==> config.mk <==
export PLATFORM = sky130hd
export DESIGN_NAME = transport_connection_fsm
export DESIGN_NICKNAME = d
export VERILOG_FILES = /design/src/rtl/core/tcf_pkg.sv /design/src/rtl/core/tcf_cfg_regs.sv /design/src/rtl/core/tcf_step.sv /design/src/rtl/core/transport_connection_fsm.sv
export SDC_FILE = /design/constraint.sdc
export NUM_CORES = 1
export LEC_CHECK = 0
export BUFFER_PORTS_ARGS = -buffer_cell sky130_fd_sc_hd__buf_2
export CORE_ASPECT_RATIO = 1.75
export CORE_MARGIN = 2
export CORE_UTILIZATION = 54
export DETAILED_ROUTE_END_ITERATION = 8
export GPL_TIMING_DRIVEN = 1
export PLACE_DENSITY = 0.78
export SLEW_MARGIN = 0
export SYNTH_ARGS = -nofsm -noshare
export SYNTH_HDL_FRONTEND = slang
export SYNTH_SLANG_ARGS = --single-unit
==> constraint.sdc <==
create_clock -name i_clk -period 4.35 [get_ports i_clk]
set_input_delay 0.87 -clock i_clk [delete_from_list [all_inputs] [get_ports i_clk]]
set_output_delay 0.87 -clock i_clk [all_outputs]
set_load 0.01 [all_outputs]
==> src/rtl/core/tcf_pkg.sv <==
// Shared types and constants of the transport connection engine.
`timescale 1ns / 1ps

package tcf_pkg;

    localparam int IN_TDATA_W  = 64;
    localparam int OUT_TDATA_W = 48;
    localparam int CFG_INDEX_W = 2;
    localparam int CFG_DATA_W  = 16;

    localparam logic [15:0] TIMEOUT_RESET = 16'd1000;
    localparam logic [7:0]  RESEND_RESET  = 8'd3;
    localparam logic [7:0]  CTRL_SEG_LEN  = 8'h01;

    localparam logic [3:0] SEG_CONNECT = 4'd0;
    localparam logic [3:0] SEG_ACCEPT  = 4'd1;
    localparam logic [3:0] SEG_SEND    = 4'd2;
    localparam logic [3:0] SEG_ACK     = 4'd3;
    localparam logic [3:0] SEG_NACK    = 4'd4;
    localparam logic [3:0] SEG_CLOSE   = 4'd5;

    typedef enum logic [1:0] {
        CFG_NET_ID     = 2'd0,
        CFG_OWN_ADDR   = 2'd1,
        CFG_TIMEOUT    = 2'd2,
        CFG_RESEND_LIM = 2'd3
    } t_cfg_index;

    typedef enum logic [1:0] {
        ST_IDLE = 2'd0,
        ST_OPEN = 2'd1,
        ST_DATA = 2'd2,
        ST_FAIL = 2'd3
    } t_conn_state;

    typedef enum logic [1:0] {
        ROLE_NONE   = 2'd0,
        ROLE_CLIENT = 2'd1,
        ROLE_HOST   = 2'd2
    } t_role;

    typedef enum logic [1:0] {
        OP_TICK = 2'd0,
        OP_POLL = 2'd1,
        OP_RX   = 2'd2,
        OP_SENT = 2'd3
    } t_opcode;

    typedef enum logic [1:0] {
        SK_NONE   = 2'd0,
        SK_NEW    = 2'd1,
        SK_RESEND = 2'd2
    } t_send_kind;

    typedef enum logic [2:0] {
        STS_OK       = 3'd0,
        STS_ADDR     = 3'd1,
        STS_NET_ID   = 3'd2,
        STS_PORT     = 3'd3,
        STS_CHECKSUM = 3'd4
    } t_status;

    typedef struct packed {
        logic [7:0]  net_id;
        logic [7:0]  own_address;
        logic [15:0] timeout_ticks;
        logic [7:0]  resend_limit;
    } t_cfg;

    typedef struct packed {
        logic [3:0] seg_type;
        logic [3:0] encryption;
        logic [7:0] port;
        logic [7:0] address;
        logic [7:0] length;
        logic       from_app;
    } t_segment;

    typedef struct packed {
        t_conn_state state;
        t_role       role;
        logic        tx_busy;
        logic [7:0]  resends_left;
        logic [15:0] timer_count;
        t_segment    held;
    } t_ctx;

    typedef struct packed {
        t_opcode    opcode;
        logic       app_tx_pending;
        logic [7:0] app_tx_port;
        logic [7:0] app_tx_address;
        logic [3:0] app_encryption;
        logic [7:0] app_tx_length;
        logic [7:0] rx_address;
        logic [7:0] rx_net_id;
        logic [7:0] rx_dest_port;
        logic [3:0] rx_type;
        logic [3:0] rx_encryption;
        logic       crc_ok;
    } t_item;

    typedef struct packed {
        t_send_kind  send_kind;
        t_segment    seg;
        logic        deliver_rx;
        logic [3:0]  app_rx_encryption;
        logic        clear_app_tx;
        t_status     status;
        t_conn_state conn_state;
    } t_result;

endpackage

==> src/rtl/core/tcf_cfg_regs.sv <==
// Configuration register file of the transport connection engine.
`timescale 1ns / 1ps

module tcf_cfg_regs (
    input  logic                             i_clk,
    input  logic                             i_rst_n,
    input  logic                             i_cfg_wr_en,
    input  logic [tcf_pkg::CFG_INDEX_W-1:0]  i_cfg_index,
    input  logic [tcf_pkg::CFG_DATA_W-1:0]   i_cfg_wdata,
    output tcf_pkg::t_cfg                    o_cfg
);

    tcf_pkg::t_cfg r_cfg;
    tcf_pkg::t_cfg n_cfg;

    always_comb begin
        n_cfg = r_cfg;
        if (i_cfg_wr_en) begin
            case (tcf_pkg::t_cfg_index'(i_cfg_index))
                tcf_pkg::CFG_NET_ID:     n_cfg.net_id        = i_cfg_wdata[7:0];
                tcf_pkg::CFG_OWN_ADDR:   n_cfg.own_address   = i_cfg_wdata[7:0];
                tcf_pkg::CFG_TIMEOUT:    n_cfg.timeout_ticks = i_cfg_wdata[15:0];
                tcf_pkg::CFG_RESEND_LIM: n_cfg.resend_limit  = i_cfg_wdata[7:0];
                default:                 n_cfg = r_cfg;
            endcase
        end
    end

    always_ff @(posedge i_clk) begin
        if (!i_rst_n) begin
            r_cfg.net_id        <= 8'd0;
            r_cfg.own_address   <= 8'd0;
            r_cfg.timeout_ticks <= tcf_pkg::TIMEOUT_RESET;
            r_cfg.resend_limit  <= tcf_pkg::RESEND_RESET;
        end else begin
            r_cfg <= n_cfg;
        end
    end

    assign o_cfg = r_cfg;

endmodule

==> src/rtl/core/tcf_step.sv <==
// Next-state and result logic for one event of the connection engine.
`timescale 1ns / 1ps

module tcf_step (
    input  tcf_pkg::t_cfg    i_cfg,
    input  tcf_pkg::t_ctx    i_ctx,
    input  tcf_pkg::t_item   i_item,
    output tcf_pkg::t_ctx    o_ctx,
    output tcf_pkg::t_result o_result
);

    logic [15:0]       tc_dec;
    logic              q_en;
    logic              q_reload;
    tcf_pkg::t_segment q_seg;

    always_comb begin
        o_ctx    = i_ctx;
        o_result = '0;
        q_en     = 1'b0;
        q_reload = 1'b0;
        q_seg    = '0;
        tc_dec   = (i_ctx.timer_count != 16'd0) ? i_ctx.timer_count - 16'd1 : 16'd0;

        case (i_item.opcode)
            tcf_pkg::OP_TICK: begin
                o_ctx.timer_count = tc_dec;
                if (tc_dec == 16'd0 && i_ctx.state != tcf_pkg::ST_IDLE) begin
                    if (i_ctx.resends_left != 8'd0) begin
                        o_ctx.tx_busy      = 1'b1;
                        o_ctx.resends_left = i_ctx.resends_left - 8'd1;
                        o_ctx.timer_count  = i_cfg.timeout_ticks;
                        o_result.send_kind = tcf_pkg::SK_RESEND;
                        o_result.seg       = i_ctx.held;
                    end else begin
                        o_ctx.state   = tcf_pkg::ST_IDLE;
                        o_ctx.role    = tcf_pkg::ROLE_NONE;
                        o_ctx.tx_busy = 1'b0;
                    end
                end
            end
            tcf_pkg::OP_POLL: begin
                if (!i_ctx.tx_busy && i_item.app_tx_pending &&
                    i_ctx.state == tcf_pkg::ST_IDLE && i_ctx.role == tcf_pkg::ROLE_NONE) begin
                    o_ctx.state = tcf_pkg::ST_OPEN;
                    o_ctx.role  = tcf_pkg::ROLE_CLIENT;
                    q_en        = 1'b1;
                    q_reload    = 1'b1;
                    q_seg       = '{tcf_pkg::SEG_CONNECT, 4'd0, i_item.app_tx_port,
                                    i_item.app_tx_address, tcf_pkg::CTRL_SEG_LEN, 1'b0};
                end
                o_ctx.timer_count = i_cfg.timeout_ticks;
            end
            tcf_pkg::OP_RX: begin
                if (i_item.rx_address != i_cfg.own_address) begin
                    o_result.status = tcf_pkg::STS_ADDR;
                end else if (i_item.rx_net_id != i_cfg.net_id) begin
                    o_result.status = tcf_pkg::STS_NET_ID;
                end else if (i_ctx.state != tcf_pkg::ST_IDLE &&
                             i_item.rx_dest_port != i_item.app_tx_port) begin
                    o_result.status = tcf_pkg::STS_PORT;
                end else if (!i_item.crc_ok) begin
                    o_result.status = tcf_pkg::STS_CHECKSUM;
                end else begin
                    case (i_ctx.state)
                        tcf_pkg::ST_IDLE: begin
                            if (i_ctx.role == tcf_pkg::ROLE_NONE &&
                                i_item.rx_type == tcf_pkg::SEG_CONNECT) begin
                                if (!i_ctx.tx_busy) begin
                                    o_ctx.state = tcf_pkg::ST_OPEN;
                                    o_ctx.role  = tcf_pkg::ROLE_HOST;
                                    q_en        = 1'b1;
                                    q_reload    = 1'b1;
                                    q_seg       = '{tcf_pkg::SEG_ACCEPT, i_item.app_encryption,
                                                    i_item.app_tx_port, i_item.app_tx_address,
                                                    tcf_pkg::CTRL_SEG_LEN, 1'b0};
                                end
                                o_ctx.timer_count = i_cfg.timeout_ticks;
                            end
                        end
                        tcf_pkg::ST_OPEN: begin
                            if (i_ctx.role == tcf_pkg::ROLE_CLIENT &&
                                i_item.rx_type == tcf_pkg::SEG_ACCEPT) begin
                                if (!i_ctx.tx_busy) begin
                                    o_ctx.state                = tcf_pkg::ST_DATA;
                                    o_result.app_rx_encryption = i_item.rx_encryption;
                                    q_en     = 1'b1;
                                    q_reload = 1'b1;
                                    q_seg    = '{tcf_pkg::SEG_SEND, 4'd0, i_item.app_tx_port,
                                                 i_item.app_tx_address, i_item.app_tx_length,
                                                 1'b1};
                                end
                                o_ctx.timer_count = i_cfg.timeout_ticks;
                            end else if (i_ctx.role == tcf_pkg::ROLE_CLIENT &&
                                         i_item.rx_type == tcf_pkg::SEG_NACK) begin
                                o_ctx.state = tcf_pkg::ST_FAIL;
                                o_ctx.role  = tcf_pkg::ROLE_NONE;
                            end else if (i_ctx.role == tcf_pkg::ROLE_HOST &&
                                         i_item.rx_type == tcf_pkg::SEG_SEND) begin
                                if (!i_ctx.tx_busy) begin
                                    o_ctx.state         = tcf_pkg::ST_DATA;
                                    o_result.deliver_rx = 1'b1;
                                    q_en     = 1'b1;
                                    q_reload = 1'b1;
                                    q_seg    = '{tcf_pkg::SEG_ACK, 4'd0, i_item.app_tx_port,
                                                 i_item.app_tx_address, tcf_pkg::CTRL_SEG_LEN,
                                                 1'b0};
                                end
                                o_ctx.timer_count = i_cfg.timeout_ticks;
                            end
                        end
                        tcf_pkg::ST_DATA: begin
                            if (i_ctx.role == tcf_pkg::ROLE_CLIENT &&
                                (i_item.rx_type == tcf_pkg::SEG_ACK ||
                                 i_item.rx_type == tcf_pkg::SEG_NACK)) begin
                                if (!i_ctx.tx_busy) begin
                                    o_ctx.state           = tcf_pkg::ST_IDLE;
                                    o_ctx.role            = tcf_pkg::ROLE_NONE;
                                    o_result.clear_app_tx = (i_item.rx_type == tcf_pkg::SEG_ACK);
                                    q_en     = 1'b1;
                                    q_reload = (i_item.rx_type == tcf_pkg::SEG_ACK);
                                    q_seg    = '{tcf_pkg::SEG_CLOSE, 4'd0, i_item.app_tx_port,
                                                 i_item.app_tx_address, tcf_pkg::CTRL_SEG_LEN,
                                                 1'b0};
                                end
                            end else if (i_ctx.role == tcf_pkg::ROLE_HOST &&
                                         i_item.rx_type == tcf_pkg::SEG_CLOSE) begin
                                o_ctx.state = tcf_pkg::ST_IDLE;
                                o_ctx.role  = tcf_pkg::ROLE_NONE;
                            end
                        end
                        default: begin
                            o_ctx.state = i_ctx.state;
                        end
                    endcase
                end
            end
            tcf_pkg::OP_SENT: begin
                o_ctx.tx_busy = 1'b0;
            end
            default: begin
                o_ctx = i_ctx;
            end
        endcase

        if (q_en) begin
            o_ctx.held         = q_seg;
            o_ctx.tx_busy      = 1'b1;
            o_result.send_kind = tcf_pkg::SK_NEW;
            o_result.seg       = q_seg;
            if (q_reload) begin
                o_ctx.resends_left = i_cfg.resend_limit;
            end
        end

        o_result.conn_state = o_ctx.state;
    end

endmodule

==> src/rtl/core/transport_connection_fsm.sv <==
// Top level of the transport connection engine with stream ports.
// Each input is held in the input register, and its result in the result register.
// Throughput: one event per cycle while results are accepted; the input register and the result
// register decouple the two streams, so an input is taken while a result waits if the input register is empty.
// Reset: synchronous, active low; clears the valid flags of both registers and the
// connection state, and loads the configuration registers and timer with their defaults.
`timescale 1ns / 1ps

module transport_connection_fsm (
    input  logic                                 i_clk,
    input  logic                                 i_rst_n,
    input  logic                                 s_axis_tvalid,
    output logic                                 s_axis_tready,
    // app_tx_pending, app_tx_port, app_tx_address, app_encryption, app_tx_length,
    // rx_address, rx_net_id, rx_dest_port, rx_type, rx_encryption, crc_ok
    input  logic [tcf_pkg::IN_TDATA_W-1:0]       s_axis_tdata,
    // opcode
    input  logic [1:0]                           s_axis_tuser,
    output logic                                 m_axis_tvalid,
    input  logic                                 m_axis_tready,
    // send_type, send_encryption, send_port, send_address, send_length,
    // payload_from_app, deliver_rx, app_rx_encryption, clear_app_tx, status,
    // conn_state
    output logic [tcf_pkg::OUT_TDATA_W-1:0]      m_axis_tdata,
    // send_kind
    output logic [1:0]                           m_axis_tuser,
    input  logic                                 i_cfg_wr_en,
    input  logic [tcf_pkg::CFG_INDEX_W-1:0]      i_cfg_index,
    input  logic [tcf_pkg::CFG_DATA_W-1:0]       i_cfg_wdata
);

    tcf_pkg::t_cfg    cfg;
    tcf_pkg::t_item   in_item;
    tcf_pkg::t_ctx    n_ctx;
    tcf_pkg::t_result step_result;

    logic             r_in_valid;
    tcf_pkg::t_item   r_in_item;
    tcf_pkg::t_ctx    r_ctx;
    logic             r_out_valid;
    tcf_pkg::t_result r_out;
    logic             advance;

    tcf_cfg_regs u_cfg (
        .i_clk       (i_clk),
        .i_rst_n     (i_rst_n),
        .i_cfg_wr_en (i_cfg_wr_en),
        .i_cfg_index (i_cfg_index),
        .i_cfg_wdata (i_cfg_wdata),
        .o_cfg       (cfg)
    );

    always_comb begin
        in_item.opcode         = tcf_pkg::t_opcode'(s_axis_tuser);
        in_item.app_tx_pending = s_axis_tdata[0];
        in_item.app_tx_port    = s_axis_tdata[8:1];
        in_item.app_tx_address = s_axis_tdata[16:9];
        in_item.app_encryption = s_axis_tdata[20:17];
        in_item.app_tx_length  = s_axis_tdata[28:21];
        in_item.rx_address     = s_axis_tdata[36:29];
        in_item.rx_net_id      = s_axis_tdata[44:37];
        in_item.rx_dest_port   = s_axis_tdata[52:45];
        in_item.rx_type        = s_axis_tdata[56:53];
        in_item.rx_encryption  = s_axis_tdata[60:57];
        in_item.crc_ok         = s_axis_tdata[61];
    end

    tcf_step u_step (
        .i_cfg    (cfg),
        .i_ctx    (r_ctx),
        .i_item   (r_in_item),
        .o_ctx    (n_ctx),
        .o_result (step_result)
    );

    assign advance       = r_in_valid && (!r_out_valid || m_axis_tready);
    assign s_axis_tready = !r_in_valid || advance;

    always_ff @(posedge i_clk) begin
        if (!i_rst_n) begin
            r_in_valid        <= 1'b0;
            r_out_valid       <= 1'b0;
            r_ctx.state       <= tcf_pkg::ST_IDLE;
            r_ctx.role        <= tcf_pkg::ROLE_NONE;
            r_ctx.tx_busy     <= 1'b0;
            r_ctx.resends_left <= 8'd0;
            r_ctx.timer_count <= tcf_pkg::TIMEOUT_RESET;
            r_ctx.held        <= '0;
        end else begin
            if (s_axis_tvalid && s_axis_tready) begin
                r_in_valid <= 1'b1;
            end else if (advance) begin
                r_in_valid <= 1'b0;
            end
            if (advance) begin
                r_ctx       <= n_ctx;
                r_out_valid <= 1'b1;
            end else if (m_axis_tready) begin
                r_out_valid <= 1'b0;
            end
        end
    end

    always_ff @(posedge i_clk) begin
        if (s_axis_tvalid && s_axis_tready) begin
            r_in_item <= in_item;
        end
        if (advance) begin
            r_out <= step_result;
        end
    end

    assign m_axis_tvalid = r_out_valid;
    assign m_axis_tuser  = r_out.send_kind;
    assign m_axis_tdata  = {4'd0, r_out.conn_state, r_out.status, r_out.clear_app_tx,
                            r_out.app_rx_encryption, r_out.deliver_rx, r_out.seg.from_app,
                            r_out.seg.length, r_out.seg.address, r_out.seg.port,
                            r_out.seg.encryption, r_out.seg.seg_type};

endmodule

# Word level (Yosys, flattened, before mapping)
# Index checks and enable logic that the tools add are counted.
[word_totals] reg_bits=214 inputBits=89 wordCells=222
[classes] add_sub_neg=2 eq_ne=36 mux=87 n_bitwise=7 reduce_logical=46
[ops] cell="$mux 33" count=8
[ops] cell="$mux 16" count=9
[ops] cell="$pmux 33 s3" count=1
[ops] cell="$mux 31" count=3
[ops] cell="$mux 34" count=2
[ops] cell="$pmux 33 s2" count=1
[ops] cell="$mux 30" count=2
[ops] cell="$pmux 16 s3" count=1
[ops] cell="$mux 4" count=11
[ops] cell="$mux 35" count=1
[ops] cell="$mux 32" count=1
[ops] cell="$pmux 16 s2" count=1
[ops] cell="$mux 29" count=1
[ops] cell="$mux 25" count=1
[ops] cell="$mux 24" count=1
[ops] cell="$ne 8x8->1" count=3
[ops] cell="$mux 1" count=23
[ops] cell="$logic_not 16->1" count=1
[ops] cell="$mux 2" count=8
[ops] cell="$mux 8" count=2
[ops] cell="$reduce_and 16->1" count=1
[ops] cell="$reduce_bool 16->1" count=1
[ops] cell="$sub 16x1->16 const B" count=1
[ops] cell="$logic_and 1x1->1" count=13
[ops] cell="37 further kinds" count=81

# Depth between registers and ports, before layout
[depth] word_depth=13 ltp_mapped=14 mapped_depth_nobuf=10

# Cells and area by module
# A second synthesis with hierarchy kept.
[unflattened] cells_unflattened=1068 hier_area_um2=10729.0
[modules_own_cells] mod="transport_connection_fsm" instances=1 cells_per_inst=395 area_per_inst_um2=5923.2
[modules_own_cells] mod="tcf_step" instances=1 cells_per_inst=513 area_per_inst_um2=3248.1
[modules_own_cells] mod="tcf_cfg_regs" instances=1 cells_per_inst=160 area_per_inst_um2=1557.7

# Worst setup path after synthesis
# Ideal clock, no wire load.
[synth_timing] path_type="input -> register" startpoint="input m_axis_tready" endpoint="register r_ctx[52] in the netlist's numbering" arrival_time_ps=3114 t_required_ps=4223 slack_ps=1109 cell_stages=7 cell_sequence="nor2b_1 > nand2b_1 > inv_1 > clkbuf_1 > o2111ai_1 > o2111ai_1 > o21ai_0"
[synth_via] elab_chain_len=2
[synth_lines] item="start, declared" line_no="transport_connection_fsm.sv:20" source="input logic m_axis_tready,"
[synth_lines] item="$logic_or 1x1->1" line_no="transport_connection_fsm.sv:76" source="assign advance = r_in_valid && (!r_out_valid || m_axis_tready);"
[synth_lines] item="$logic_and 1x1->1" line_no="transport_connection_fsm.sv:76"
[synth_lines] item="via advance" line_no="transport_connection_fsm.sv:42" source="logic advance;"
[synth_lines] item="end signal, assigned" line_no="transport_connection_fsm.sv:96" source="r_ctx <= n_ctx;"
[synth_lines] item="end, declared" line_no="transport_connection_fsm.sv:39" source="tcf_pkg::t_ctx r_ctx;"
# The timed path passes the listed nets, and every way through them passes these cells.
# A chain may end at the register's enable or synchronous reset.

# Worst setup path after layout
[layout_timing] startpoint="register r_ctx[33] in the netlist's numbering" endpoint="register r_ctx[56] in the netlist's numbering"
[layout_via] elab_chain_len=8
[layout_lines] item="$sub 16x1->16 / $reduce_bool 16->1 (equally long branches)" line_no="tcf_step.sv:23" source="tc_dec = (i_ctx.timer_count != 16'd0) ? i_ctx.timer_count - 16'd1 : 16'd0;"
[layout_lines] item="$mux 16 *" line_no="tcf_step.sv:23"
[layout_lines] item="$logic_not 16->1 *" line_no="tcf_step.sv:28" source="if (tc_dec == 16'd0 && i_ctx.state != tcf_pkg::ST_IDLE) begin"
[layout_lines] item="$logic_and 1x1->1 *" line_no="tcf_step.sv:28"
[layout_lines] item="$mux 29 *" line_no="tcf_step.sv:28"
[layout_lines] item="$mux 8 *" line_no="tcf_step.sv:25" source="case (i_item.opcode)"
[layout_lines] item="$mux 8" line_no="tcf_step.sv:151" source="if (q_reload) begin"
[layout_lines] item="$mux 9 *" line_no="tcf_step.sv:146" source="if (q_en) begin"
# Mark *: on every way between the ends. The rest lies on a longest branch, timed or not. The select of a mux whose other input is x is not followed.

==> flow_metrics.py <==
metrics = {
    "setup_path": {
        "end_kind": "flop",
        "reg2reg_to": "r_ctx[56]",
        "crit_required_ps": 4730,
        "regToRegSetupSlack_ps": 870,
        "crit_slowest_cell": "or4b_1",
        "crit_arrival_ps": 3860,
        "start_kind": "flop",
        "ff2ff_path_depth": 9,
        "critPathMaxFanout": 11,
        "worstPathCellList": "inv_1 > ha_1 > or4b_1 > nor3_4 > o2111ai_2 > o31ai_2 > nor3_1 > a32o_1 > a21o_1",
        "r2r-start": "r_ctx[33]",
        "critPathTopFamily": "simple AND/OR/NAND/NOR gates",
        "worstSetupPathType": "flop to flop",
        "critPathBufInv": 1,
        "cpPeakStageDelay_ps": 600,
    },
    "synth": {
        "ys_types": 78,
        "ys_async_sr_fraction_pct": 0,
        "yosysTopAreaCell": "edfxtp_1",
        "yosysSeqAreaShare_pct": 56.4,
        "avgSynthCellArea_um2": 10.3,
        "syn-cell-area_um2": 9460,
        "syn_inst": 922,
        "synth-seq-cells": 212,
        "synth_ff_type": "edfxtp_1",
        "yosys_warnings": 0,
        "yosys-top-cells-area": "edfxtp_1 (35%), dfxtp_1 (22%), nand2_1 (6.2%)",
        "synth_top_area_share_pct": 34.6,
        "synth_edf_count": 109,
    },
    "drt": {
        "dr_wl_met3_um": 979,
        "via_per_inst": 5.69,
        "drt_first_pass_iters": 7,
        "wl_um": 22100,
        "post_drt_wl_per_cell_um": 17.2,
        "drtIter0Drc": 411,
        "wl_met2_um": 12300,
        "met1_length_um": 7960,
        "vias": 7300,
        "detail-route-antenna-nets": 0,
        "dr.max_layer_used": "met4",
        "drc": 0,
    },
    "clock_tree": {
        "clockBufferDepth": 3,
        "root_buffer": "clkbuf_16",
        "cts.repair.resized": 0,
        "clock_latency_ps": 490,
        "cts.sinks": 212,
        "ctsHoldBuffers": 0,
        "htree_levels": 1,
        "numCtsBuffers": 20,
        "cts_tree": "yes",
        "cts_setup_buffers": 0,
        "path_clk_slew_ps": 60,
    },
    "pwr": {
        "ir_worst_vdd_mv": 0.370,
        "power_mw": 4.32,
        "p_leak_nw": 4.17,
        "p_per_area_nw_per_um2": 395,
    },
    "floorplan": {
        "io_pins": 141,
        "rows": 64,
        "start_util_pct": 54.7,
        "die_w_um": 104,
        "core_um2": 17300,
        "die_height_um": 179,
        "fp.dieArea_um2": 18600,
    },
    "cells_and_area": {
        "n_fill_cell": 1429,
        "diodes": 0,
        "syn_to_final_growth_pct": 15.8,
        "final_cell_mix": "nand2_1 (157), buf_2 (133), edfxtp_1 (109), dfxtp_1 (103), a21oi_1 (68)",
        "nets": 1138,
        "final_common_cell": "nand2_1",
        "seqCellArea_um2": 5340,
        "drive_above_1_share_pct": 19.6,
        "multi_input_area_um2": 3790,
    },
    "timing": {
        "hold_viol_final": 0,
        "fin_crit_sh_pct": 80.1,
        "tightest_slew_ps": 972,
        "timing.fmax_mhz": 287,
        "period_needed_ps": 3480,
        "clock_skew_ps": 12.9,
        "rsz0062_at_grt": "false",
        "finalSetupViolCount": 0,
        "slew_headroom_pct": 34.6,
        "setup_tns_ps": 0,
        "finalMaxSlewViolations": 0,
    },
    "worst_hold_path": {
        "min_to": "u_cfg.o_cfg[23]",
        "hold_class": "flop to flop",
        "hold_depth": 2,
        "hp-start": "u_cfg.o_cfg[23]",
    },
    "global_route": {
        "grt_pass1_vias": 7224,
        "grt_pass1_wl_um": 34700,
        "grt-ovfl-total": 0,
        "grt.total_usage_pct": 23.3,
        "antenna_found_initial": 0,
        "grt_max_degree": 43,
    },
    "outcome": {
        "status": "complete, no violations",
    },
    "placed_design": {
        "port_buffers": 133,
        "place.gp.congestion": 0.925,
        "hpwl_um": 15800,
    },
    "flow_run": {
        "maxCapViolCount": 0,
    },
}
## report_power, final
part | internal (mW) | switching [mW]
sequential | 2.18 | 0.0460
combinational | 0.113 | 0.186
clock | 1.07 | 0.721
total | 3.37 | 0.953
## worst max-delay path by stage
stage                  start                to  slack, ps  cells past startpoint
3_5_place_dp       r_ctx[33]         r_ctx[56]        930                     10
2_1_floorplan  m_axis_tready         r_ctx[52]       1110                      7
5_1_grt            r_ctx[61]  m_axis_tdata[13]        540                     11
3_3_place_gp       r_ctx[33]         r_ctx[56]        950                      9
6_report           r_ctx[33]         r_ctx[56]        870                      9
4_1_cts            r_ctx[60]         r_ctx[30]        910                     10
## state kept, by name, indices dropped and copies added, names as in the netlist
register and cells:
m_axis_tuser 2, r_in_item 64, r_ctx 61, m_axis_tvalid 1, m_axis_tdata 43, r_in_valid 1
u_cfg.o_cfg 40
## cell usage after synthesis (15+ instances only)
cell / instances
dfxtp_1: 103
nor2_1: 62
inv_1: 17
nor4_1: 18
xor2_1: 20
a21oi_1: 68
clkbuf_1: 30
o21ai_0: 22
mux2i_1: 29
nand2_1: 157
nand3_1: 57
nor3_1: 15
edfxtp_1: 109
## metrics by stage
| stage | worst slack, ps | utilization [%] | instance area (um^2) | instances | hold WS, ps |
|---|---|---|---|---|---|
| after floorplan | 1110 | - | 9470 | 926 | 432 |
| after CTS | 906 | 63.3 | 10900 | 1283 | 454 |
| final | 867 | 63.3 | 10900 | 1283 | 456 |
| after global placement | 953 | 59.3 | 10300 | 1247 | 438 |
| after detailed placement | 931 | 59.3 | 10300 | 1247 | 445 |
| after global routing | 544 | 63.3 | 10900 | 1283 | 474 |
## metal layers
layer  up-vias  GRT usage, %
li1       3537             -
met2       218          46.2
met4         0          11.5
met5         -             0
met3        66          2.80
met1      3479          23.9
## layout make-up
type                    count  share of cell area (%)
multi-input cells         637                    34.6
inverters                  19                   0.652
flip-flops and latches    212                    48.7
well taps                 231                    2.64
repair buffers            148                    7.11
clock buffers              27                    5.38
clock inverters             9                   0.892
## cells by family after synthesis
group,share of synthesized area [%]
flops,56.4
other cells,0.0397
simple gates,20.1
xor+xnor,2.69
mux,3.19
compound gates,12.3
buf+inv,3.74
fa+ha+maj,1.46
## worst register-to-register path, cell delays in order, from the launching register on
cell and delay, ps:
dfxtp_1 380, inv_1 100, ha_1 270, or4b_1 600
nor3_4 560, o2111ai_2 270, o31ai_2 570, nor3_1 180
a32o_1 290, a21o_1 150
Note: power is estimated with default switching activity, not from simulation.
